**config.mk**
```make
export PLATFORM = sky130hd
export DESIGN_NAME = ile_cell
export DESIGN_NICKNAME = d
export VERILOG_FILES = /design/src/hw/rtl/ile_pkg.sv /design/src/hw/rtl/ile_cell.sv
export SDC_FILE = /design/constraint.sdc
export NUM_CORES = 1
export LEC_CHECK = 0
export ABC_AREA = 1
export BUFFER_PORTS_ARGS = -buffer_cell sky130_fd_sc_hd__buf_2
export CORE_ASPECT_RATIO = 1.25
export CORE_UTILIZATION = 44
export DETAILED_ROUTE_END_ITERATION = 10
export PLACE_DENSITY_LB_ADDON = 0.12
export SLEW_MARGIN = 20
export SYNTH_ARGS = -nofsm -noshare
export SYNTH_HDL_FRONTEND = slang
export SYNTH_SLANG_ARGS = --single-unit
```
**constraint.sdc**
```tcl
create_clock -name clk -period 4.5 [get_ports clk]
set_clock_uncertainty 0.1 [all_clocks]
set_input_delay 0.45 -clock clk [delete_from_list [all_inputs] [get_ports clk]]
set_output_delay 0.45 -clock clk [all_outputs]
set_load 0.05 [all_outputs]
```
**src/hw/rtl/ile_pkg.sv**
```systemverilog
`default_nettype none

package ile_pkg;

  // list geometry and field widths
  localparam int CAPACITY   = 256;
  localparam int DATA_W     = 32;
  localparam int POS_W      = 9;
  localparam int CNT_W      = 9;
  localparam int OP_W       = 3;

  // read-back OR tree: first level groups the cells, second level joins groups
  localparam int TREE_GROUPS = 16;
  localparam int GROUP_SIZE  = CAPACITY / TREE_GROUPS;

  // request codes
  typedef enum logic [OP_W-1:0] {
    OP_APPEND    = 3'd0,
    OP_INSERT    = 3'd1,
    OP_REMOVE    = 3'd2,
    OP_OVERWRITE = 3'd3,
    OP_READ      = 3'd4
  } op_t;

  // broadcast action for the cell row
  typedef enum logic [2:0] {
    CK_HOLD,
    CK_INSERT,
    CK_REMOVE,
    CK_WRITE,
    CK_READ
  } cell_kind_t;

  typedef struct packed {
    cell_kind_t         kind;
    logic [POS_W-1:0]   pos;
    logic [DATA_W-1:0]  value;
  } cell_cmd_t;

endpackage

`default_nettype wire

```
**src/hw/rtl/ile_cell.sv**
```systemverilog
`default_nettype none

module ile_cell import ile_pkg::*; (
  input  wire logic              clk,
  input  wire cell_cmd_t         cmd,
  input  wire logic [POS_W-1:0]  idx,
  input  wire logic [DATA_W-1:0] left_val,
  input  wire logic [DATA_W-1:0] right_val,
  output logic      [DATA_W-1:0] entry_val,
  output logic      [DATA_W-1:0] tap_val
);

  logic [DATA_W-1:0] entry_r;
  logic [DATA_W-1:0] entry_nxt;
  logic [DATA_W-1:0] tap_r;
  logic [DATA_W-1:0] tap_nxt;
  logic              hit;
  logic              above;

  assign hit   = (idx == cmd.pos);
  assign above = (idx > cmd.pos);

  // pick the next entry: shift from a neighbor, take the new value, or hold
  always_comb begin
    entry_nxt = entry_r;
    tap_nxt   = '0;
    case (cmd.kind)
      CK_INSERT: begin
        if (hit) begin
          entry_nxt = cmd.value;
        end else if (above) begin
          entry_nxt = left_val;
        end
      end
      CK_REMOVE: begin
        if (hit || above) begin
          entry_nxt = right_val;
        end
      end
      CK_WRITE: begin
        if (hit) begin
          entry_nxt = cmd.value;
        end
      end
      CK_READ: begin
        if (hit) begin
          tap_nxt = entry_r;
        end
      end
      default: begin
        entry_nxt = entry_r;
      end
    endcase
  end

  always_ff @(posedge clk) begin
    entry_r <= entry_nxt;
    tap_r   <= tap_nxt;
  end

  assign entry_val = entry_r;
  assign tap_val   = tap_r;

endmodule

`default_nettype wire

```
Word-level counts from Yosys, hierarchy flattened:

Cells that the tools add are included.

* magnitude comparators: 1
* eq/ne operators: 8
* muxes and demuxes: 5
* reduce and logical (&&, ||, !) cells: 4

Operators with widths (count)
* two-way mux 32 bit: 4
* case mux 32 bit (3 select lines): 1
* equality test 9 bit: 1
* > comparator 9 bit: 1
* equality test 3 x 2 -> 1 bit, second input constant: 2
* inequality test 2 bit, second input constant: 2
* AND reduction 4 bit: 1
* equality test 3 x 1 -> 1 bit, second input constant: 1
* equality test 3 bit, second input constant: 1
* inequality test 3 bit, second input constant: 1
* nonzero test 3 bit: 1
* AND reduction 2 bit: 1
* logical OR 1 bit: 1

* bits in registers: 64
* bits of input ports: 118
* output and inout bits: 64
* word-level logic and storage cells: 20

Longest topological paths before layout:

* depth in word-level cells: 4
* gate-level depth with buffers: 10
* mapped depth without buffers: 10

Worst setup path before layout:

No wires, ideal clock.

* path kind: in2reg
* start point: input cmd[40] (netlist name)
* end point: register entry_r[0], in the netlist entry_val[0], enable pin
* setup time: 432 ps
* arrival: 2900 ps
* required time: 3968 ps
* slack: 1068 ps
* stages: 7
* path buffers: 1
* cell sequence: inv_1 -> ha_1 -> nand3_1 -> nor2_1 -> nand2_2 -> clkbuf_1 -> a21oi_1

* word-level cells in the longest chain between the ends: 4
* elaborated cells on any way between the ends: 7
* classes of those cells: order compare: 1; eq/ne: 4; reduce/logical: 2

RTL lines
* start, declared: RTL line ile_cell.sv:5 `input wire cell_cmd_t cmd,`
* > comparator 9 bit or equality test 9 bit (tied branches): RTL line ile_cell.sv:21, ile_cell.sv:20
* logical OR 1 bit: RTL line ile_cell.sv:36 `if (hit || above) begin`
* inequality test 2 bit (no source line)
* AND reduction 4 bit (no source line) *
* end signal, assigned: RTL line ile_cell.sv:57 `entry_r <= entry_nxt;`
* end, declared: RTL line ile_cell.sv:13 `logic [DATA_W-1:0] entry_r;`

Every way passes the cells marked *; elsewhere a longest branch is shown, timed or not.
A chain may end at the register's enable or synchronous reset.

Worst setup path in the final report:

* start point: input cmd[40] (netlist name)
* end point: register tap_r[19], in the netlist tap_val[19]

* word-level cells in the longest chain between the ends: 2

RTL lines
* equality test 9 bit: RTL line ile_cell.sv:20 `assign hit = (idx == cmd.pos);`
* AND reduction 2 bit (no source line)
* end signal, assigned: RTL line ile_cell.sv:58 `tap_r <= tap_nxt;`
* end, declared: RTL line ile_cell.sv:15 `logic [DATA_W-1:0] tap_r;`

No other way between the ends.

==> flow_metrics.env <==
export IMPL_met1_routed_length_mm=3.206
export IMPL_vias=2972
export IMPL_avgViaCountPerCell=4.888
export IMPL_critical_path_buf_inv_count=3
export IMPL_postSynthNetCount=468
export IMPL_multi_input_area_um2=1215
export IMPL_min_period_ns=2.858
export IMPL_synth_adder_area_share_pct=3.599
export IMPL_routed_wl_met3_um=519
export IMPL_total_drc_errors_in_the_routed_layout=1
export IMPL_max_used_layer="met4"
export IMPL_yosysWarningCount=0
export IMPL_post_dp_hpwl_mm=5.915
export IMPL_worst_ir_drop_vdd_mv=0.1969
export IMPL_groute_usage_overall_pct=21.85
export IMPL_cts_repair_resize_count=0
export IMPL_clkTransAtPathRegs_ns=0.07
export IMPL_die_area_um2=7455
export IMPL_final_layout_size_suffix_gt1_share_pct=45.17
export IMPL_clock_sink_count=64
export IMPL_grt_ovf=0
export IMPL_worst_slew_pin_slew_ns=1.063
export IMPL_maxSlewHeadroom_pct=28.97
export IMPL_routed_wl_met2_mm=4.269
export IMPL_class_of_the_most_critical_setup_path="input pin to register"
export IMPL_drtIter0Drc=123
export IMPL_cts_path_max_buffers=2
export IMPL_grt_start_max_net_pins=37
export IMPL_critPathTopFamily="simple AND/OR/NAND/NOR gates"
export IMPL_finish_net_count=640
export IMPL_core_um2=6934
export IMPL_synthesis_instances=341
export IMPL_antenna_found_initial=0
export IMPL_final_max_slew_violation_count=0
export IMPL_die_x_um=77.43
export IMPL_xor_xnor_share_of_the_synthesized_area_pct=0
export IMPL_num_rows=34
export IMPL_yosys_cell_types_count=24
export IMPL_grt_pass1_vias=2815
export IMPL_grt_setup_unrepaired="false"
export IMPL_violated_checks="design-rule violations"
export IMPL_max_cap_violations=0
export IMPL_run_status="finished, violations left"
export IMPL_post_cts_setup_buffer_count=0
export IMPL_share_of_the_yosys_chip_area_belonging_to_registers_pct=51.18
export IMPL_ctsRootBufferMaster="sky130_fd_sc_hd__clkbuf_8"
export IMPL_synth_area_mux_share_pct=0
export IMPL_hp_class="input pin to register"
export IMPL_floorplan_initialDensity_pct=45.13
export IMPL_worstPathRequired_ns=4.65
export IMPL_layout_area_overhead_vs_synth_pct=35.19
export IMPL_start_kind="input pin"
export IMPL_fmax_mhz=349.8
export IMPL_antenna_cells_inserted=0
export IMPL_hold_vio_cnt_final=0
export IMPL_worst_path_max_fanout=34
export IMPL_detailedRoute_firstPassIterationCount=7
export IMPL_cp_end_kind="register"
export IMPL_clkLatencyLatePin_ns=0.33
export IMPL_critical_path_cell_chain="buf_2 > inv_1 > ha_1 > nand3_1 > nor2_1 > nand2_2 > clkinv_2 > nand4_4 > nor2_2"
export IMPL_fin_tns_setup_ns=0
export IMPL_ys_seq_elements=64
export IMPL_longest_individual_stage_delay_on_the_worst_path_ns=0.65
export IMPL_total_leakage_power_nw=2.107
export IMPL_numCtsBuffers=9
export IMPL_numPortBuffers=181
export IMPL_detail_route_wirelength_mm=8.122
export IMPL_dominant_combinational_cell_family_by_area_after_synthesis="compound AO/OA/AOI/OAI gates"
export IMPL_cpMaxStageDelayCell="sky130_fd_sc_hd__nand4_4"
export IMPL_h_tree_depth=3
export IMPL_synth_area_um2=3129
export IMPL_power_density_nw_per_um2=334.5
export IMPL_avgSynthCellArea_um2=9.177
export IMPL_whs_ns=0.3128
export IMPL_nFillCells=636
export IMPL_period_share_pct=63.52
export IMPL_postCtsHoldBufs=0
export IMPL_setup_viol=0
export IMPL_synth_simple_area_share_pct=15.27
export IMPL_io_pin_count=182
export IMPL_wl_per_cell_um=13.36
export IMPL_routability_congestion_estimate=0.7668
export IMPL_final_seq_area_um2=1602
export IMPL_drtAntennaViolNets=0
export IMPL_tritoncts="yes"
export IMPL_synth_compound_gate_area_share_pct=19.31
export IMPL_global_route_wire_length_before_repair_mm=12.48
export IMPL_worst_endpoint_arrival_ns=3.01
export IMPL_floorplan_die_height_um=96.29
==> flip-flops by register name, summed over array words and instances (netlist names) <==
name / cells
entry_val: 32
tap_val: 32
==> synth_stat cells <==
library cell | n | area (um^2)
sky130_fd_sc_hd__nand2_2 | 1 | 6.260
sky130_fd_sc_hd__nor3_2 | 1 | 10.01
sky130_fd_sc_hd__nor2_2 | 30 | 187.7
sky130_fd_sc_hd__nand3_1 | 7 | 35.03
sky130_fd_sc_hd__nand2_1 | 14 | 52.55
sky130_fd_sc_hd__nor3_1 | 1 | 5.000
sky130_fd_sc_hd__nand4_4 | 1 | 21.27
sky130_fd_sc_hd__edfxtp_1 | 32 | 960.9
sky130_fd_sc_hd__o21ai_1 | 11 | 55.05
sky130_fd_sc_hd__inv_1 | 50 | 187.7
sky130_fd_sc_hd__buf_6 | 6 | 67.56
sky130_fd_sc_hd__dfxtp_1 | 32 | 640.6
sky130_fd_sc_hd__buf_1 | 1 | 3.750
sky130_fd_sc_hd__buf_2 | 7 | 35.03
sky130_fd_sc_hd__o21ai_0 | 21 | 105.1
sky130_fd_sc_hd__a21oi_1 | 2 | 10.01
sky130_fd_sc_hd__and3_1 | 1 | 6.260
sky130_fd_sc_hd__inv_2 | 1 | 3.750
sky130_fd_sc_hd__o22ai_1 | 31 | 193.9
sky130_fd_sc_hd__a22oi_1 | 32 | 240.2
sky130_fd_sc_hd__clkbuf_1 | 8 | 30.03
sky130_fd_sc_hd__clkinv_2 | 1 | 5.000
sky130_fd_sc_hd__nor2_1 | 41 | 153.9
sky130_fd_sc_hd__ha_1 | 9 | 112.6
==> worst min-delay path, delay by kind of cell <==
kind / cells / cell delay (ns)
AO/OA/AOI/OAI: 2 / 0.11
buffers and inverters: 1 / 0.07
==> layout by cell type (no fill, tap or decap), drive strengths merged <==
master / instances
nand2: 15
nor3: 2
a21oi: 2
o22ai: 31
dfxtp: 32
buf: 183
clkinv: 3
clkinvlp: 1
and3: 1
ha: 9
nand3: 7
nor2: 71
edfxtp: 32
nand4: 1
a22oi: 32
inv: 51
o21ai: 32
clkbuf: 13
==> worst paths after layout <==
path	startpoint	endpoint	slack [ns]	depth (start not counted)
setup / recovery	cmd[40]	tap_val[19]	1.64	9
hold / removal	right_val[25]	entry_val[25]	0.31	3
setup reg to reg	entry_val[27]	tap_val[27]	3.72	2
hold reg to reg	entry_val[24]	tap_val[24]	0.39	2
==> cell type report <==
class                   count  share of cell area, %
flip-flops and latches     64                  37.86
multi-input cells         203                  28.72
repair buffers            183                  21.95
inverters                  52                  4.644
clock buffers              13                  3.756
well taps                  90                  2.662
clock inverters             3                 0.4141
==> power breakdown <==
group / switching, mW / leakage, nW / internal [mW]
logic: 0.214 / 1.46 / 0.0938
registers: 0.0161 / 0.555 / 0.654
clock network: 0.208 / 0.0894 / 0.229
==> metal layers <==
layer | vias up | track usage, %
met4 | 0 | 8.019
li1 | 1515 | -
met2 | 109 | 40.56
met3 | 13 | 6.066
met1 | 1335 | 23.72
met5 | - | 0
==> metrics by stage <==
stage / std cells / area, um^2 / worst slack [ns] / total power [mW] / utilization [%]
after global routing: 608 / 4230 / 1.365 / 1.483 / 61.01
after detailed placement: 592 / 4054 / 1.274 / 0.9926 / 58.46
after global placement: 591 / 4039 / 1.361 / 0.9879 / 58.25
after floorplan: 341 / 3129 / 1.068 / 0.8858 / -
final: 608 / 4230 / 1.642 / 1.415 / 61.01
after CTS: 608 / 4230 / 1.626 / 1.427 / 61.01
==> cell families (layout without fill, tap and decap cells) <==
family | count (synthesis) | after routing
AO/OA/AOI/OAI | 97 | 97
adder cells (fa/ha/maj) | 9 | 9
buffers and inverters | 74 | 251
flip-flops | 64 | 64
AND/OR/NAND/NOR | 97 | 97
No activity file was read; power rests on OpenSTA's default activity.
